$ cat src/hw/rtl/bau_pkg.sv
// types and constants shared by the decimal adjust unit and its checker
package bau_pkg;

  localparam logic [2:0] CMD_DAA = 3'd0;
  localparam logic [2:0] CMD_DAS = 3'd1;
  localparam logic [2:0] CMD_AAA = 3'd2;
  localparam logic [2:0] CMD_AAS = 3'd3;
  localparam logic [2:0] CMD_AAM = 3'd4;
  localparam logic [2:0] CMD_AAD = 3'd5;

  localparam logic [3:0]  NIB_MAX   = 4'd9;
  localparam logic [7:0]  BCD_MAX   = 8'h99;
  localparam logic [7:0]  ADJ_LO    = 8'h06;
  localparam logic [7:0]  ADJ_HI    = 8'h60;
  localparam logic [15:0] ADJ_AX    = 16'h0106;
  localparam logic [15:0] ADJ_AX_LO = 16'h0006;

  typedef struct packed {
    logic [2:0] cmd;
    logic [7:0] al_in;
    logic [7:0] ah_in;
    logic       carry_in;
    logic       aux_carry_in;
    logic [7:0] base;
  } bau_in_t;

  typedef struct packed {
    logic [7:0] al_out;
    logic [7:0] ah_out;
    logic       carry_out;
    logic       aux_carry_out;
    logic       sign_flag;
    logic       zero_flag;
    logic       parity_flag;
    logic       szp_written;
    logic       divide_error;
  } bau_out_t;

endpackage

$ cat src/hw/rtl/bcd_adjust_unit_top.sv
// decimal adjust unit: DAA, DAS, AAA, AAS, AAM and AAD in a four-stage pipeline
//
// cmd channel: cmd_valid / cmd_stall with cmd_word (command, AL, AH, CF, AF, base).
// res channel: res_valid / res_stall with res_word (AL, AH, CF, AF, SF, ZF, PF,
//   szp_written, divide_error). one result word per command word, in order.
// a word is taken at a rising edge with valid high and stall low.
// a taken word passes the s1, s2, s3 and res_word registers in order.
// throughput: one word per cycle unless res is stalled; the depth is set by the
//   AAM division, which resolves two quotient bits in each of the four stages,
//   with the AAD multiply and add in stages two and three.
// a stall on res holds the output register and freezes all stages; cmd_stall
//   follows res_stall while a result is waiting, so nothing is dropped.
// reset (rst, synchronous) clears all stage valid bits; payload is not reset.
// an AAM with a base of zero sets divide_error and passes AL, AH, CF, AF.
module bcd_adjust_unit_top (
  input  logic              clk,
  input  logic              rst,
  input  logic              cmd_valid,
  output logic              cmd_stall,
  input  bau_pkg::bau_in_t  cmd_word,
  output logic              res_valid,
  input  logic              res_stall,
  output bau_pkg::bau_out_t res_word
);
  import bau_pkg::*;

  typedef struct packed {
    logic [2:0] cmd;
    logic [7:0] base;
    logic [7:0] dvd;
    logic [7:0] ah_orig;
    logic [7:0] rem;
    logic [7:0] quo;
    logic [7:0] prod;
    logic [7:0] res_al;
    logic [7:0] res_ah;
    logic       res_cf;
    logic       res_af;
  } stage_t;

  function automatic logic [8:0] div_step(input logic [7:0] rem, input logic nb,
                                          input logic [7:0] dvs);
    logic [8:0] t;
    t = {rem, nb};
    if (t >= {1'b0, dvs}) begin
      div_step = {1'b1, 8'(t - {1'b0, dvs})};
    end else begin
      div_step = {1'b0, t[7:0]};
    end
  endfunction

  logic     advance;
  logic     v1, v2, v3;
  stage_t   s1, s2, s3;
  stage_t   s1_next, s2_next, s3_next;
  bau_out_t res_word_next;

  assign advance   = !(res_valid && res_stall);
  assign cmd_stall = res_valid && res_stall;

  // stage 1: adjust ops, quotient bits 7..6
  always_comb begin
    logic        lo, hi;
    logic [15:0] ax;
    logic [8:0]  da, db;
    lo = (cmd_word.al_in[3:0] > NIB_MAX) || cmd_word.aux_carry_in;
    hi = (cmd_word.al_in > BCD_MAX) || cmd_word.carry_in;
    ax = '0;
    s1_next         = '0;
    s1_next.cmd     = cmd_word.cmd;
    s1_next.base    = cmd_word.base;
    s1_next.dvd     = cmd_word.al_in;
    s1_next.ah_orig = cmd_word.ah_in;
    s1_next.res_al  = cmd_word.al_in;
    s1_next.res_ah  = cmd_word.ah_in;
    s1_next.res_cf  = cmd_word.carry_in;
    s1_next.res_af  = cmd_word.aux_carry_in;
    unique case (cmd_word.cmd)
      CMD_DAA: begin
        if (lo) begin
          s1_next.res_al = cmd_word.al_in + ADJ_LO;
        end
        if (hi) begin
          s1_next.res_al = s1_next.res_al + ADJ_HI;
        end
        s1_next.res_cf = hi;
        s1_next.res_af = lo;
      end
      CMD_DAS: begin
        s1_next.res_cf = 1'b0;
        if (lo) begin
          s1_next.res_cf = cmd_word.carry_in || (cmd_word.al_in < ADJ_LO);
          s1_next.res_al = cmd_word.al_in - ADJ_LO;
        end
        if (hi) begin
          s1_next.res_al = s1_next.res_al - ADJ_HI;
          s1_next.res_cf = 1'b1;
        end
        s1_next.res_af = lo;
      end
      CMD_AAA: begin
        if (lo) begin
          ax = {cmd_word.ah_in, cmd_word.al_in} + ADJ_AX;
          s1_next.res_al = {4'd0, ax[3:0]};
          s1_next.res_ah = ax[15:8];
        end else begin
          s1_next.res_al = {4'd0, cmd_word.al_in[3:0]};
        end
        s1_next.res_cf = lo;
        s1_next.res_af = lo;
      end
      CMD_AAS: begin
        if (lo) begin
          ax = {cmd_word.ah_in, cmd_word.al_in} - ADJ_AX_LO;
          s1_next.res_al = {4'd0, ax[3:0]};
          s1_next.res_ah = ax[15:8] - 8'd1;
        end else begin
          s1_next.res_al = {4'd0, cmd_word.al_in[3:0]};
        end
        s1_next.res_cf = lo;
        s1_next.res_af = lo;
      end
      default: begin
      end
    endcase
    da = div_step(8'd0, cmd_word.al_in[7], cmd_word.base);
    db = div_step(da[7:0], cmd_word.al_in[6], cmd_word.base);
    s1_next.rem = db[7:0];
    s1_next.quo = {6'd0, da[8], db[8]};
  end

  // stage 2: AAD product, quotient bits 5..4
  always_comb begin
    logic [8:0]  da, db;
    logic [15:0] p;
    p  = s1.ah_orig * s1.base;
    da = div_step(s1.rem, s1.dvd[5], s1.base);
    db = div_step(da[7:0], s1.dvd[4], s1.base);
    s2_next      = s1;
    s2_next.prod = p[7:0];
    s2_next.rem  = db[7:0];
    s2_next.quo  = {s1.quo[5:0], da[8], db[8]};
  end

  // stage 3: AAD sum, quotient bits 3..2
  always_comb begin
    logic [8:0] da, db;
    da = div_step(s2.rem, s2.dvd[3], s2.base);
    db = div_step(da[7:0], s2.dvd[2], s2.base);
    s3_next      = s2;
    s3_next.prod = s2.dvd + s2.prod;
    s3_next.rem  = db[7:0];
    s3_next.quo  = {s2.quo[5:0], da[8], db[8]};
  end

  // stage 4: quotient bits 1..0, result select and flags
  always_comb begin
    logic [8:0] da, db;
    logic [7:0] al;
    logic       szp;
    da  = div_step(s3.rem, s3.dvd[1], s3.base);
    db  = div_step(da[7:0], s3.dvd[0], s3.base);
    szp = 1'b0;
    res_word_next               = '0;
    res_word_next.al_out        = s3.res_al;
    res_word_next.ah_out        = s3.res_ah;
    res_word_next.carry_out     = s3.res_cf;
    res_word_next.aux_carry_out = s3.res_af;
    unique case (s3.cmd)
      CMD_DAA, CMD_DAS: begin
        szp = 1'b1;
      end
      CMD_AAM: begin
        if (s3.base == 8'd0) begin
          res_word_next.divide_error = 1'b1;
        end else begin
          res_word_next.al_out    = db[7:0];
          res_word_next.ah_out    = {s3.quo[5:0], da[8], db[8]};
          res_word_next.carry_out = 1'b0;
          szp = 1'b1;
        end
      end
      CMD_AAD: begin
        res_word_next.al_out    = s3.prod;
        res_word_next.ah_out    = 8'd0;
        res_word_next.carry_out = 1'b0;
        szp = 1'b1;
      end
      default: begin
      end
    endcase
    al = res_word_next.al_out;
    res_word_next.szp_written = szp;
    res_word_next.sign_flag   = szp && al[7];
    res_word_next.zero_flag   = szp && (al == 8'd0);
    res_word_next.parity_flag = szp && !(^al);
  end

  always_ff @(posedge clk) begin
    if (rst) begin
      v1        <= 1'b0;
      v2        <= 1'b0;
      v3        <= 1'b0;
      res_valid <= 1'b0;
    end else if (advance) begin
      v1        <= cmd_valid;
      v2        <= v1;
      v3        <= v2;
      res_valid <= v3;
    end
  end

  always_ff @(posedge clk) begin
    if (advance) begin
      s1       <= s1_next;
      s2       <= s2_next;
      s3       <= s3_next;
      res_word <= res_word_next;
    end
  end

endmodule

$ cat config.mk
export PLATFORM = sky130hd
export DESIGN_NAME = bcd_adjust_unit_top
export DESIGN_NICKNAME = d
export VERILOG_FILES = /design/src/hw/rtl/bau_pkg.sv /design/src/hw/rtl/bcd_adjust_unit_top.sv
export SDC_FILE = /design/constraint.sdc
export NUM_CORES = 1
export LEC_CHECK = 0
export BUFFER_PORTS_ARGS = -buffer_cell sky130_fd_sc_hd__buf_2
export CORE_ASPECT_RATIO = 1.75
export CORE_MARGIN = 2
export CORE_UTILIZATION = 45
export CTS_BUF_LIST = sky130_fd_sc_hd__clkbuf_2
export DETAILED_ROUTE_END_ITERATION = 6
export REMOVE_ABC_BUFFERS = 1
export SYNTH_ARGS = -nofsm -noshare
export SYNTH_HDL_FRONTEND = slang
export SYNTH_SLANG_ARGS = --single-unit
$ cat constraint.sdc
create_clock -name clk -period 8.05 [get_ports clk]
set_input_delay 1.2075 -clock clk [delete_from_list [all_inputs] [get_ports clk]]
set_output_delay 1.2075 -clock clk [all_outputs]
set_load 0.01 [all_outputs]
Yosys cells after proc, flatten, opt, wreduce, memory -nomap -nowiden:

Index checks and enable logic that the tools add are counted.
Widths: inputs -> output; s select.

* memory bits (writable): 0
* bits in read-only memories: 0
* input bits: 33
* output and inout bits: 25
* latch bits: 0
* flip-flop bits (word level): 192
* logic and storage cells: 120
* memories kept: 0

* reductions and logical operators: 15
* eq/ne operators: 6
* divide/modulo/power cells: 0
* multiplexer cells: 28
* magnitude comparators: 11
* shifts and indexed selects: 0
* multiply operators: 1
* bitwise gates (word level): 0
* $add $sub $neg: 16

Operator list (number)
* $mux 9: 8
* $mux 8: 8
* $ge 9x8->1: 7
* $sub 8x8->8: 7
* $pmux 17 s2: 1
* $pmux 8 s4: 1
* $mux 17: 1
* $add 16x9->16 const B: 1
* $logic_not 8->1: 2
* $pmux 8 s2: 1
* $sub 16x3->16 const B: 1
* $add 8x3->8 const B: 1
* $add 8x7->8 const B: 1
* $add 8x8->8: 1
* $ge 1x8->1: 1
* $gt 8x8->1 const B: 1
* $lt 8x3->1 const B: 1
* $mul 8x8->8: 1
* $mux 4: 2
* $reduce_xor 8->1: 1
* $sub 1x8->8: 1
* $sub 8x1->8 const B: 1
* $sub 8x3->8 const B: 1
* $sub 8x7->8 const B: 1
* 13 further kinds: 25

Longest topological paths before layout:

* depth in word-level cells: 9
* mapped depth: 20
* depth with buffers taken out: 19

Worst setup path before layout:

No wires, ideal clock.

* path kind: input to output
* start point: input res_stall
* end point: output cmd_stall
* data required time: 6843 ps
* setup slack: 896 ps
* buffers on the path: 0
* arrival time: 5947 ps
* stages on the path: 2
* cell sequence: nand2_1 > inv_1

* longest elaborated chain between the ends: 1

RTL lines
* start, declared: line bcd_adjust_unit_top.sv:22 `input logic res_stall,`
* $logic_and 1x1->1: line bcd_adjust_unit_top.sv:59 `assign cmd_stall = res_valid && res_stall;`
* end, declared: line bcd_adjust_unit_top.sv:19 `output logic cmd_stall,`

Every way passes these cells.

==> metrics.cfg <==
[outcome]
status=finished clean

[pwr]
swShare_pct=38.5
p_seq_share_pct=39.8
ir_worst_vdd_mv=0.111
p_switching_w=0.00131
powerDensity_mw_per_mm2=264
p_leak_nw=5.30
pwr-share-clk_pct=14.3
combPwrFrac_pct=45.9
intPower_w=0.00209

[timing]
worst_pin_slew_ns=0.991
tns_ns=0
post-route-period-util_pct=61.8
rsz0062_at_grt=no
fmax_mhz=201
relSlewSlack_pct=33.4
hold_violations=0
drv_slew=0
min_period_ns=4.98
finalSetupViolations=0
fin_skew_ns=0.0476

[layout]
seq_area_mm2=0.00564
fin_nets=1254
fin_cells=1449
nFillCells=2419
multiInputGateArea_mm2=0.00584
area_growth_pct=7.25
fin_area_mm2=0.0128
drive_gt1_share_pct=13.4

[clock_network]
clock_latency_ns=0.82
holdBufCountCts=0
cts.clk_slew.worst_paths_ns=0.29
post_cts_buffers=0
htree_levels=4
clockBufferDepth=2
numCtsBuffers=17
postCtsResizedCells=0
cts.sinks=189
cts_tree=built
cts_root_buf=clkbuf_2

[place]
postPlaceCellArea_mm2=0.0126
place_hpwl_um=20800
gp_congestion=0.920
port_buffers=57
dp.cells=1416

[floorplan]
num_io_pins=58
die_area_mm2=0.0279
core_area_mm2=0.0264
fp.dieW_um=127
fp.dieH_um=220
core.rowCount=79
start_util_pct=45.3

[global_route]
gr-total-overflow=0
grt_pass1_wl_um=41900
track_usage_pct=19.5
first_global_vias=8239
grt_max_degree=81
antenna_found_initial=1

[hold_path]
hp-class=reg -> reg

[synth]
yosysSeqAreaShare_pct=47.1
ys_ff_latch=189
synth-edff-count=185
synth_area_leader_cell=edfxtp_1
yosysTopAreaCellShare_pct=46.5
netlist_instances=1055
syn_area_mm2=0.0120
yosysUniqueCellTypes=88
synth.most_common_cell=edfxtp_1
synth_common_cells=185 x edfxtp_1, 96 x inv_1, 90 x ha_1, 60 x nand2_1, 57 x nor2_1
synth_warnings=0
synth.area.top_cells=edfxtp_1 46%, ha_1 9.4%, xnor2_1 3.4%
synth_area_per_cell_um2=11.3
ys.flop_type=edfxtp_1
synthArstFlopShare_pct=0

[routing]
drc=0
drt-total-wl_um=26200
vias=8100
wire_per_inst_um=18.1
drt-initial-drc-count=309
viasPerCell=5.59
drtPass1Iterations=4
final_antenna_net_count=0

[setup_path]
endpoint_kind=flop
worst_ep_required_time_ns=8.67
timing.rr.start=s3[37]$_DFFE_PN_
regToRegSetupSlack_ns=3.07
critPathLaunch=s3[37]$_DFFE_PN_
crit_type=reg -> reg
reg2reg_to=res_word[2]$_DFFE_PN_
worst-path-max-fanout=10
crit_chain=ha_1 > and4_1 > and2_1 > a221oi_4 > nor2_1 > a21oi_1 > inv_1 > ha_1 > nand4_1 > o21bai_1 > a221oi_1 > mux2i_1 > nor2_1 > a221o_1 > ha_1 > xnor2_1 > xnor2_1 > nor2_1
start_kind=flop
endpoint=res_word[2]$_DFFE_PN_
ff2ff_path_depth=18
cpMaxStageDelayCell=a221oi_4
crit_path_max_incr_delay_ns=0.51
worst_ep_arrival_time_ns=5.60

[run]
drv_cap=0

## metal layers
layer  vias up  global-route usage (%)  part of all wire, %
met4         0                    10.7                  5.1
met2       128                    38.1                   57
met3        55                    2.82                  1.9
met5         -                       0                    0
li1       4024                       -                    -
met1      3893                    19.5                   36
## power by group through the flow
stage	Sequential (W)	Combinational [W]	Clock, W
final	0.00135	0.00156	0.000483
after global routing	0.00137	0.00172	0.000537
after CTS	0.00135	0.00156	0.000505
after detailed placement	0.00138	0.00155	0
after global placement	0.00137	0.00155	0
after floorplan	0.00136	0.00115	0
## state kept, by name (all words and copies together), names as in the netlist
register	cells
s3	51
res_word	23
v3	1
v2	1
res_valid	1
s1	54
v1	1
s2	56
res_word_next	1
## layout make-up
| cell class | count | area share [%] |
|---|---|---|
| clock buffer | 17 | 0.663 |
| inverter | 98 | 2.89 |
| timing repair buffer | 60 | 2.40 |
| multi-input combinational | 745 | 45.6 |
| clock inverter | 15 | 1.37 |
| tap | 324 | 3.16 |
| sequential | 189 | 43.9 |
| antenna | 1 | 0.0195 |
## worst max-delay path: cells and delay by family (launching register included)
kind            cells  cell delay (ns)
mux                 1             0.46
fa+ha+maj           3             1.01
flops               1             0.47
simple gates        6             0.88
buf+inv             1             0.09
xor+xnor            2             0.34
compound gates      5             1.53
## worst min path at each step
stage,from,cells past startpoint,end,slack (ns)
after floorplan,res_word_next[5]$_DFFE_PN_,0,res_word[5]$_DFFE_PN_,0.40
after global routing,rst,2,v3$_SDFFE_PP0N_,0.43
after detailed placement,s1[53]$_DFFE_PN_,0,s2[53]$_DFFE_PN_,0.40
after CTS,cmd_word[18],1,s1[50]$_DFFE_PN_,0.43
final,s1[68]$_DFFE_PN_,0,s2[68]$_DFFE_PN_,0.44
after global placement,s2[14]$_DFFE_PN_,0,s3[14]$_DFFE_PN_,0.40
## per-stage QoR
stage | worst slack, ns | util [%] | total power [W] | hold WS, ns
3_5_place_dp | 3.11 | 47.6 | 0.00293 | 0.405
3_3_place_gp | 3.11 | 47.6 | 0.00292 | 0.401
5_1_grt | 2.63 | 48.6 | 0.00362 | 0.427
4_1_cts | 3.10 | 48.6 | 0.00342 | 0.429
2_1_floorplan | 0.896 | - | 0.00251 | 0.400
6_report | 3.07 | 48.6 | 0.00339 | 0.441
## logic make-up (layout without fill, tap and decap cells)
| family | count (synthesis) | after routing | share of synthesized area [%] |
|---|---|---|---|
| AO/OA/AOI/OAI | 225 | 225 | 13.2 |
| XOR/XNOR | 67 | 67 | 4.91 |
| adder cells (fa/ha/maj) | 110 | 110 | 12.8 |
| buffers and inverters | 121 | 190 | 4.07 |
| flip-flops | 189 | 189 | 47.1 |
| multiplexers | 45 | 45 | 4.46 |
| other | 0 | 1 | 0 |
| AND/OR/NAND/NOR | 298 | 298 | 13.4 |
## layout by cell type (no fill, tap or decap), types with 8 or more instances in the layout
master / count
a21o_1: 8
o21ai_0: 42
ha_1: 90
a21oi_1: 47
and2_1: 30
nor2_1: 57
xor2_1: 20
nor4_1: 8
mux2i_1: 12
nor2b_1: 26
mux2_4: 11
nor3_1: 32
inv_1: 96
mux2_2: 22
xnor2_1: 47
nand3_1: 13
fa_1: 20
o211ai_1: 8
a31oi_1: 11
edfxtp_1: 185
nand2_1: 59
clkbuf_2: 17
o21a_1: 15
buf_2: 57
nand4_1: 16
(Power assumes the default switching activity.)
